### src/bced_pkg.sv
package bced_pkg;

  // Field widths
  localparam int unsigned DebW   = 10;
  localparam int unsigned WinW   = 12;
  localparam int unsigned DurW   = 20;
  localparam int unsigned CfgW   = 20;
  localparam int unsigned CfgIdxW = 2;
  localparam int unsigned InTdataW  = 8;
  localparam int unsigned OutTdataW = 48;

  // Saturation limits of the timers
  localparam logic [WinW-1:0] WinMax = '1;
  localparam logic [DurW-1:0] DurMax = '1;

  // Register reset values
  localparam logic            RstEventsEnable = 1'b0;
  localparam logic [DebW-1:0] RstDebounce     = 10'd50;
  localparam logic [WinW-1:0] RstWindow       = 12'd300;
  localparam logic [DurW-1:0] RstHoldLimit    = 20'd60000;

  // Register indexes
  localparam logic [CfgIdxW-1:0] RegEventsEnable = 2'd0;
  localparam logic [CfgIdxW-1:0] RegDebounce     = 2'd1;
  localparam logic [CfgIdxW-1:0] RegWindow       = 2'd2;
  localparam logic [CfgIdxW-1:0] RegHoldLimit    = 2'd3;

  typedef enum logic [2:0] {
    PH_IDLE,
    PH_DEB1,
    PH_HELD,
    PH_WIN,
    PH_DEB2,
    PH_HELD2
  } phase_e;

  typedef enum logic [1:0] {
    EV_NONE   = 2'd0,
    EV_DOWN   = 2'd1,
    EV_UP     = 2'd2,
    EV_DOUBLE = 2'd3
  } event_e;

  typedef struct packed {
    logic            events_enable;
    logic [DebW-1:0] debounce_ms;
    logic [WinW-1:0] window_ms;
    logic [DurW-1:0] hold_limit_ms;
  } cfg_t;

  typedef struct packed {
    logic            pressed;
    logic [DurW-1:0] held_ms;
    logic [DurW-1:0] press_len_ms;
    event_e          event_res;
  } result_t;

endpackage

### src/bced_fsm.sv
module bced_fsm import bced_pkg::*; (
  input  logic    clk_i,
  input  logic    rst_ni,
  input  logic    step_i,
  input  logic    level_i,
  input  cfg_t    cfg_i,
  output result_t res_o
);

  phase_e          phase_q, phase_d;
  logic [WinW-1:0] phase_tmr_q, phase_tmr_d;
  logic [DurW-1:0] press_tmr_q, press_tmr_d;
  logic [WinW-1:0] win_tmr_q, win_tmr_d;
  logic            prev_level_q;

  logic [WinW-1:0] phase_tmr_inc;
  logic [DurW-1:0] press_tmr_inc;
  logic [WinW-1:0] win_tmr_inc;
  logic            deb_done;
  logic            release_now;
  event_e          ev;
  logic [DurW-1:0] dur;
  logic [DurW-1:0] held;

  // Saturating increments and the shared compares
  assign phase_tmr_inc = (phase_tmr_q == WinMax) ? phase_tmr_q : phase_tmr_q + 1'b1;
  assign press_tmr_inc = (press_tmr_q == DurMax) ? press_tmr_q : press_tmr_q + 1'b1;
  assign win_tmr_inc   = (win_tmr_q == WinMax) ? win_tmr_q : win_tmr_q + 1'b1;
  assign deb_done      = phase_tmr_inc >= {{(WinW-DebW){1'b0}}, cfg_i.debounce_ms};
  assign release_now   = level_i || (press_tmr_inc > cfg_i.hold_limit_ms) ||
                         (press_tmr_inc == DurMax);

  // Next state and timers
  always_comb begin
    phase_d     = phase_q;
    phase_tmr_d = phase_tmr_q;
    press_tmr_d = press_tmr_q;
    win_tmr_d   = win_tmr_q;
    case (phase_q)
      PH_IDLE: begin
        if (prev_level_q && !level_i) begin
          phase_d     = PH_DEB1;
          phase_tmr_d = '0;
        end
      end
      PH_DEB1: begin
        phase_tmr_d = phase_tmr_inc;
        if (deb_done) begin
          if (!level_i) begin
            press_tmr_d = '0;
            phase_d     = PH_HELD;
          end else begin
            phase_d = PH_IDLE;
          end
        end
      end
      PH_HELD: begin
        press_tmr_d = press_tmr_inc;
        if (release_now) begin
          press_tmr_d = '0;
          win_tmr_d   = '0;
          phase_d     = PH_WIN;
        end
      end
      PH_WIN: begin
        if (win_tmr_q >= cfg_i.window_ms) begin
          phase_d = PH_IDLE;
        end else if (!level_i) begin
          phase_tmr_d = '0;
          phase_d     = PH_DEB2;
        end else begin
          win_tmr_d = win_tmr_inc;
        end
      end
      PH_DEB2: begin
        win_tmr_d   = win_tmr_inc;
        phase_tmr_d = phase_tmr_inc;
        if (deb_done) begin
          phase_d = level_i ? PH_WIN : PH_HELD2;
        end
      end
      PH_HELD2: begin
        if (level_i) begin
          phase_d = PH_IDLE;
        end
      end
      default: begin
        phase_d = PH_IDLE;
      end
    endcase
  end

  // Result fields of this tick
  always_comb begin
    ev   = EV_NONE;
    dur  = '0;
    held = '0;
    case (phase_q)
      PH_DEB1: begin
        if (deb_done && !level_i) begin
          ev = EV_DOWN;
        end
      end
      PH_HELD: begin
        if (release_now) begin
          ev  = EV_UP;
          dur = press_tmr_inc;
        end else begin
          held = press_tmr_inc;
        end
      end
      PH_HELD2: begin
        if (level_i) begin
          ev = EV_DOUBLE;
        end
      end
      default: begin
        ev = EV_NONE;
      end
    endcase
  end

  // Drop events while disabled
  always_comb begin
    res_o.event_res    = cfg_i.events_enable ? ev : EV_NONE;
    res_o.press_len_ms = cfg_i.events_enable ? dur : '0;
    res_o.held_ms      = held;
    res_o.pressed      = !level_i;
  end

  // Advance the state once per tick
  always_ff @(posedge clk_i or negedge rst_ni) begin
    if (!rst_ni) begin
      phase_q      <= PH_IDLE;
      phase_tmr_q  <= '0;
      press_tmr_q  <= '0;
      win_tmr_q    <= '0;
      prev_level_q <= 1'b1;
    end else if (step_i) begin
      phase_q      <= phase_d;
      phase_tmr_q  <= phase_tmr_d;
      press_tmr_q  <= press_tmr_d;
      win_tmr_q    <= win_tmr_d;
      prev_level_q <= level_i;
    end
  end

endmodule

### src/button_click_event_detector.sv
// Button click event detector.
// Input stream: one transfer per millisecond tick; s_axis_tdata[0] is the
// sampled button level, 0 meaning pressed. Output stream: exactly one result
// transfer per input tick, carrying the event code (none, press down, press
// up, double click), the press duration on press up, the live press time and
// the raw pressed state.
// Configuration: write cfg_we_i with cfg_idx_i 0 events enable, 1 debounce
// ticks, 2 double-click window ticks, 3 hold limit ticks. Write only while
// no tick is in flight.
// Each tick is held in the input register and its result in the result register,
// from which it can transfer out; a receiver stall can hold a tick in the input
// register in between. The block takes one tick per cycle while the receiver
// does not stall, set by the single registered pass through the phase machine.
// Reset clears the valid flags of both registers, returns the machine to idle
// with the button seen as released, and loads the default settings (events off,
// 50, 300, 60000). When the receiver stalls the result register holds, the input
// register still takes one more tick if it is empty, then s_axis_tready drops.
module button_click_event_detector import bced_pkg::*; (
  input  logic                 clk_i,
  input  logic                 rst_ni,
  input  logic                 s_axis_tvalid,
  output logic                 s_axis_tready,
  input  logic [InTdataW-1:0]  s_axis_tdata,   // [0] level, [7:1] zero
  output logic                 m_axis_tvalid,
  input  logic                 m_axis_tready,
  output logic [OutTdataW-1:0] m_axis_tdata,   // [1:0] event_res, [21:2] press_len_ms,
                                               // [41:22] held_ms, [42] pressed, [47:43] zero
  input  logic                 cfg_we_i,
  input  logic [CfgIdxW-1:0]   cfg_idx_i,
  input  logic [CfgW-1:0]      cfg_data_i
);

  cfg_t    cfg_q;
  logic    in_v_q;
  logic    level_q;
  logic    out_v_q;
  result_t out_q;
  result_t res;
  logic    out_load;
  logic    step;

  // Configuration registers
  always_ff @(posedge clk_i or negedge rst_ni) begin
    if (!rst_ni) begin
      cfg_q.events_enable <= RstEventsEnable;
      cfg_q.debounce_ms   <= RstDebounce;
      cfg_q.window_ms     <= RstWindow;
      cfg_q.hold_limit_ms <= RstHoldLimit;
    end else if (cfg_we_i) begin
      case (cfg_idx_i)
        RegEventsEnable: cfg_q.events_enable <= cfg_data_i[0];
        RegDebounce:     cfg_q.debounce_ms   <= cfg_data_i[DebW-1:0];
        RegWindow:       cfg_q.window_ms     <= cfg_data_i[WinW-1:0];
        RegHoldLimit:    cfg_q.hold_limit_ms <= cfg_data_i[DurW-1:0];
        default:         cfg_q.events_enable <= cfg_q.events_enable;
      endcase
    end
  end

  // Handshake: the result register frees up when empty or being taken
  assign out_load      = !out_v_q || m_axis_tready;
  assign step          = in_v_q && out_load;
  assign s_axis_tready = !in_v_q || out_load;

  // Input register
  always_ff @(posedge clk_i or negedge rst_ni) begin
    if (!rst_ni) begin
      in_v_q <= 1'b0;
    end else if (s_axis_tready) begin
      in_v_q <= s_axis_tvalid;
    end
  end

  always_ff @(posedge clk_i) begin
    if (s_axis_tready && s_axis_tvalid) begin
      level_q <= s_axis_tdata[0];
    end
  end

  bced_fsm u_fsm (
    .clk_i   (clk_i),
    .rst_ni  (rst_ni),
    .step_i  (step),
    .level_i (level_q),
    .cfg_i   (cfg_q),
    .res_o   (res)
  );

  // Result register
  always_ff @(posedge clk_i or negedge rst_ni) begin
    if (!rst_ni) begin
      out_v_q <= 1'b0;
    end else if (out_load) begin
      out_v_q <= in_v_q;
    end
  end

  always_ff @(posedge clk_i) begin
    if (step) begin
      out_q <= res;
    end
  end

  assign m_axis_tvalid = out_v_q;
  assign m_axis_tdata  = {{(OutTdataW - $bits(result_t)){1'b0}}, out_q};

endmodule

### config.mk
export PLATFORM = sky130hd
export DESIGN_NAME = button_click_event_detector
export DESIGN_NICKNAME = d
export VERILOG_FILES = /design/src/bced_pkg.sv /design/src/bced_fsm.sv /design/src/button_click_event_detector.sv
export SDC_FILE = /design/constraint.sdc
export NUM_CORES = 1
export LEC_CHECK = 0
export ABC_AREA = 1
export ABC_CLOCK_PERIOD_IN_PS = 4100
export BUFFER_PORTS_ARGS = -buffer_cell sky130_fd_sc_hd__buf_2
export CAP_MARGIN = 20
export CORE_UTILIZATION = 60
export DETAILED_ROUTE_END_ITERATION = 10
export GPL_ROUTABILITY_DRIVEN = 0
export PLACE_DENSITY_LB_ADDON = 0.25
export SLEW_MARGIN = 15
export SYNTH_ARGS = -nofsm -noshare
export SYNTH_HDL_FRONTEND = slang
export SYNTH_SLANG_ARGS = --single-unit
### constraint.sdc
create_clock -name clk_i -period 4.1 [get_ports clk_i]
set_input_delay 0.41 -clock clk_i [delete_from_list [all_inputs] [get_ports clk_i]]
set_output_delay 0.41 -clock clk_i [all_outputs]
set_load 0.02 [all_outputs]
# After elaboration in Yosys (flattened, before gate mapping)
# Index checks and enable logic that the tools add are counted.
# Widths: inputs -> output; s select.
[word_totals]
output_inout_bits = 50
in_bits = 35
word_cells = 99
ff_bits = 137
[classes]
mux = 29
eq_ne = 22
add_sub_neg = 3
n_lt_le_gt_ge = 3
reduce_logical = 26
[ops]
columns = ["operator", "n"]
rows = [
  ["$mux 12", 8],
  ["$mux 20", 4],
  ["$pmux 12 s3", 2],
  ["$eq 20x20->1 const B", 2],
  ["$pmux 20 s2", 1],
  ["$add 12x1->12 const B", 2],
  ["$eq 12x12->1 const B", 2],
  ["$mux 3", 8],
  ["$add 20x1->20 const B", 1],
  ["$gt 20x20->1", 1],
  ["$pmux 3 s6", 1],
  ["$ge 12x10->1", 1],
  ["$ge 12x12->1", 1],
  ["$ne 2x2->1 const B", 5],
  ["$reduce_and 5->1", 2],
  ["$ne 2x1->1 const B", 4],
  ["$reduce_and 2->1", 4],
  ["$reduce_and 7->1", 1],
  ["$eq 3x2->1 const B", 2],
  ["$eq 3x3->1 const B", 2],
  ["$mux 2", 3],
  ["$pmux 2 s3", 1],
  ["$reduce_bool 3->1", 2],
  ["$eq 2x2->1 const B", 2],
  ["13 further kinds", 21],
]

# Depth between registers and ports, before layout
[depth]
word_depth = 7
mapped_depth = 24
depth_no_buf = 24

# By module
# From an unflattened synthesis, not the netlist that was laid out.
[hier_totals]
hier_cells = 1027
hier_area_um2 = 8104.0
[modules_own_cells]
columns = ["module", "seq_area_each_um2", "instances", "area_each_um2", "cells_each"]
rows = [
  ["bced_fsm", 1202.4, 1, 4838.4, 769],
  ["button_click_event_detector", 2464.9, 1, 3265.6, 258],
]

# Least setup slack after synthesis
# No wires, ideal clock.
[synth_path]
path_kind = "register -> register"
startpoint = "reg u_fsm.press_tmr_q[0]"
endpoint = "reg u_fsm.press_tmr_q[19]"
t_arrival_ns = 3.346
path_slack_ns = 0.676
path_buffers = 3
required_ns = 4.022
stages_incl_launch_ff = 20
synth_period_minus_slack_ns = 3.424
setup_ns = 0.078
cell_sequence = "dfrtp_1 > ha_1 > nand2_2 > nor2_4 > nand2_4 > nor2_4 > nand2_2 > buf_6 > clkbuf_1 > nand2_1 > ha_1 > nand2_1 > nor2_1 > nand2_1 > nor3b_1 > nand4_1 > a21oi_1 > clkbuf_1 > nand4_1 > o21bai_1"
[synth_via]
elab_chain_cells = 7
word_cells_on_any_way = 9
classes_between = "add/sub (1); order compare (1); eq/ne (2); mux (3); reduce/logical (2)"
[synth_lines]
columns = ["item", "line", "text"]
rows = [
  ["start: declaration", "bced_fsm.sv:12", "logic [DurW-1:0] press_tmr_q, press_tmr_d;"],
  ["start signal: assignment", "bced_fsm.sv:142", "press_tmr_q <= press_tmr_d;"],
  ["$add 20x1->20 or $eq 20x20->1 (tied branches)", "bced_fsm.sv:27", "assign press_tmr_inc = (press_tmr_q == DurMax) ? press_tmr_q : press_tmr_q + 1'b1;"],
  ["$mux 20 *", "bced_fsm.sv:27", ""],
  ["net u_fsm.press_tmr_inc[15]", "bced_fsm.sv:17", "logic [DurW-1:0] press_tmr_inc;"],
  ["$gt 20x20->1", "bced_fsm.sv:30", "assign release_now = level_i || (press_tmr_inc > cfg_i.hold_limit_ms) ||"],
  ["$logic_or 1x1->1", "bced_fsm.sv:30", ""],
  ["$logic_or 1x1->1 *", "bced_fsm.sv:30", ""],
  ["$mux 20 *", "bced_fsm.sv:59", "if (release_now) begin"],
  ["$pmux 20 s2 *", "bced_fsm.sv:39", "case (phase_q)"],
]
# The timed path passes the listed nets; every way through them passes the cells marked *.
# A chain may end at the register's enable or synchronous reset.

# Worst setup path after layout
[layout_path]
startpoint = "reg u_fsm.press_tmr_q[0]"
endpoint = "reg u_fsm.win_tmr_q[3]"
[layout_via]
elab_chain_cells = 7
word_cells_on_any_way = 9
classes_between = "add/sub (1); order compare (1); eq/ne (3); mux (1); reduce/logical (3)"
[layout_lines]
columns = ["item", "line", "text"]
rows = [
  ["$add 20x1->20 or $eq 20x20->1 (tied branches)", "bced_fsm.sv:27", ""],
  ["$mux 20 *", "bced_fsm.sv:27", ""],
  ["net u_fsm.press_tmr_inc[13]", "bced_fsm.sv:17", ""],
  ["$gt 20x20->1", "bced_fsm.sv:30", ""],
  ["$logic_or 1x1->1", "bced_fsm.sv:30", ""],
  ["$logic_or 1x1->1 *", "bced_fsm.sv:30", ""],
  ["$ne 2x1->1 (no source line) *", "-", ""],
  ["$reduce_and 5->1 (no source line) *", "-", ""],
  ["end signal: assignment", "bced_fsm.sv:143", "win_tmr_q <= win_tmr_d;"],
  ["end: declaration", "bced_fsm.sv:13", "logic [WinW-1:0] win_tmr_q, win_tmr_d;"],
]
# Marked as above.

==> impl_results.md <==
* Post-CTS setup buffer count at 0
* Crit share post-route at 90.0%
* Largest net degree at the start of global routing at 64
* Most used DFF post-synth: dfrtp_1
* Worst Path Required at 4.46 ns
* Status: finished, final reports clean
* Clk pin slew, worst setup/hold paths at 0.06 ns
* Slew Viols, Final at 0
* Post_cts resized at 0
* Initial drt markers at 384
* Root Driver: clkbuf_16
* Clock buffer depth at 2
* Row count at 41
* DRC at 0
* Initial DRT Pass Iterations at 5
* Finished Layout Cells at 1238
* Yosys reg bits at 137
* Worst setup startpoint: u_fsm.press_tmr_q[0]$_DFFE_PN0P_
* CP startpoint kind: flip-flop
* Setup Viol. Count Final at 0
* ANT cells at 0
* Vias in the first global route at 6251
* Worst Tran Pin Value at 0.842 ns
* Leak at 0.00454 uW
* Unrepaired setup endpoints after global routing: no
* Syn Inst Count at 979
* CP max stage delay at 0.40 ns
* HP Class: in2async
* Largest cells by area after synthesis: dfrtp_1 24%, edfxtp_1 17%, nand2_1 9.6%, inv_1 7.5%, ha_1 7.1%
* Final Util at 71.4%
* Vias at 6753
* Top Family by Delay on Critical Path: simple AND/OR/NAND/NOR gates
* PwrDens at 549 nW/um2
* Maximum vdd drop at 0.309 mV
* Syn avg cell area at 8.14 um2
* Die ar. at 13800 um2
* Worst-skew pair later-pin latency at 0.42 ns
* Setup tns final at 0 ns
* Inst Count DP at 1206
* Synth cell types at 42
* CTS Sinks at 137
* CP Cell Sequence: ha_1 -> nand2_2 -> nor2_4 -> nand2_4 -> nor2_4 -> nand2_2 -> nand2_1 -> ha_1 -> a21oi_1 -> o21ai_0 -> a21oi_1 -> nand3_1 -> a21oi_2 -> nand3_4 -> nand2_2 -> nand2_1 -> nand2_1
* Fraction of layout cells with a size suffix above 1 at 15.8%
* Fin. Hold Viols at 0
* Number of I/O port buffers at 72
* Core area at 12800 um2
* Remaining antenna violation count after routing at 0
* DP Area at 8500 um2
* Avg WL per Cell at 14.4 um
* Post-layout instance area at 9120 um2
* Skew final at 0.0109 ns
* P&R area growth vs syn at 14.4%
* TritonCTS Buffers at 17
* Crit end category: flip-flop
* Die width at 117 um
* Fill cells at 1016
* Cell Area, Synth at 7970 um2
* H-tree Lvls at 4
* CP max FO at 18
* Ys Warns at 0
* Ys async rst share at 67.9%
* WP data arrival at 4.05 ns
* Fmax at 0.271 GHz
* DIE HEIGHT at 117 um
* CTS tree: built
* Total grt overflow at 0
* Crit Reg-Reg Startpoint: u_fsm.press_tmr_q[0]$_DFFE_PN0P_
* Slowest cell on the critical path: dfrtp_1
* Ports at 85
* All-Layer GR Usage at 28.3%
* Worst path bufs/invs at 0
* EDFF count, synth at 44
* Crit path kind: reg2reg
* FF/Latch Area at 3670 um2
* Hpwl dp at 12600 um
* Vias per cell at 5.45
* Number of max-cap violations at 0
* Initial antenna violation count at 0
* Cell taking the most area after synthesis: dfrtp_1
* Starting Density at 62.4%
* Slew HR at 43.9%
* CTS Hold Bufs at 0
* Total routed wirelength at 17800 um
* Top cell type's share of synthesized area at 24.5%
* Seq/Total Area, Yosys at 46.0%
* Global-route wire length before repair at 29400 um
* Crit path time final at 3.69 ns
* Net count, final at 1133
* Multi-input gate area at 3530 um2
[final timing paths]
| path | end | slack (ns) | cells after the start |
|---|---|---|---|
| max in group asynchronous | cfg_q[22]$_DFFE_PN1P_ | 3.02 | 2 |
| max reg2reg | u_fsm.win_tmr_q[3]$_DFFE_PN0P_ | 0.41 | 17 |
| min reg2reg | cfg_q[30]$_DFFE_PN0P_ | 0.48 | 2 |
| max | u_fsm.win_tmr_q[3]$_DFFE_PN0P_ | 0.41 | 17 |
| min | cfg_q[17]$_DFFE_PN0P_ | 0.1 | 1 |
| min in group clk_i | level_q$_DFFE_PP_ | 0.16 | 1 |
[worst reg2reg max path, stage by stage, from the launching register on]
cell and delay (ns):
dfrtp_1 0.40, ha_1 0.25, nand2_2 0.10, nor2_4 0.21, nand2_4 0.11, nor2_4 0.15
nand2_2 0.26, nand2_1 0.30, ha_1 0.29, a21oi_1 0.14, o21ai_0 0.08, a21oi_1 0.21
nand3_1 0.12, a21oi_2 0.29, nand3_4 0.26, nand2_2 0.30, nand2_1 0.09, nand2_1 0.07
[through the flow]
step | setup WS, ns | hold slack [ns] | power, uW
5_1_grt | 0.128 | 0.144 | 5310
6_report | 0.410 | 0.0971 | 5000
4_1_cts | 0.283 | 0.113 | 5000
3_5_place_dp | 0.311 | 0.474 | 3370
3_3_place_gp | 0.419 | 0.467 | 3320
2_1_floorplan | 0.676 | 0.114 | 2960
[routing by layer]
layer / part of all wire [%] / GRT usage (%) / up-vias
met5: 0 / 0 / -
met4: 2.2 / 12.2 / 0
met3: 6.3 / 6.02 / 39
met2: 48 / 45.6 / 237
met1: 43 / 36.9 / 3145
li1: - / - / 3332
[synth_stat cells (2+ instances only)]
master and number:
a21oi_1 45, a21oi_2 13, and2_1 2, buf_2 5, buf_4 6, buf_6 4, clkbuf_1 21, dfrtp_1 78
dfstp_2 15, edfxtp_1 44, ha_1 45, inv_1 159, nand2_1 203, nand2_2 7, nand2_4 2, nand3_1 62
nand3_2 2, nand3b_1 2, nand4_1 33, nor2_1 86, nor2_2 9, nor2_4 4, nor3_1 16, nor3_2 2
o21a_1 2, o21ai_0 69, o21bai_1 20, xor2_1 9
[area by class of cell]
class / instances / share of cell area (%)
clock inverter: 10 / 1.91
tap: 172 / 2.36
multi-input combinational: 650 / 38.7
timing repair buffer: 87 / 5.35
clock buffer: 22 / 4.87
sequential: 137 / 40.2
inverter: 160 / 6.59
[placed cells by master, fill, tap and decap left out, types with 9 or more instances in the layout]
cell type,synthesis,routed
nand2_1,203,203
inv_1,159,158
nor2_1,86,86
dfrtp_1,78,78
buf_2,5,71
o21ai_0,69,69
nand3_1,62,62
ha_1,45,45
a21oi_1,45,44
edfxtp_1,44,44
nand4_1,33,33
o21bai_1,20,20
clkbuf_16,0,17
nor3_1,16,16
dfstp_2,15,15
buf_4,6,15
a21oi_2,13,14
nor2_2,9,9
xor2_1,9,9
[power breakdown]
group	leakage, uW	switching, uW	internal [uW]	total [uW]
combinational	0.00263	1010	493	1500
clock	0.000295	559	1070	1630
sequential	0.00161	189	1680	1870
total	0.00454	1760	3250	5000
[state kept, by name (all words and copies together) (netlist names)]
| register | count |
|---|---|
| u_fsm.phase_q | 3 |
| u_fsm.phase_tmr_q | 12 |
| level_q | 1 |
| m_axis_tdata | 43 |
| u_fsm.press_tmr_q | 20 |
| cfg_q | 43 |
| in_v_q | 1 |
| m_axis_tvalid | 1 |
| u_fsm.prev_level_q | 1 |
| u_fsm.win_tmr_q | 12 |
[logic make-up (layout without fill, tap and decap cells)]
family	count (synthesis)	count (layout)	synth area share, %
and+or+nand+nor	433	433	24.4
AOI/OAI and AO/OA	157	157	11.4
buffers and inverters	196	279	9.97
adders and majority gates	45	45	7.06
other	1	5	0.0470
xor gates and xnor gates	10	10	1.10
DFF	137	137	46.0
Power figures use the tool's default switching activity.
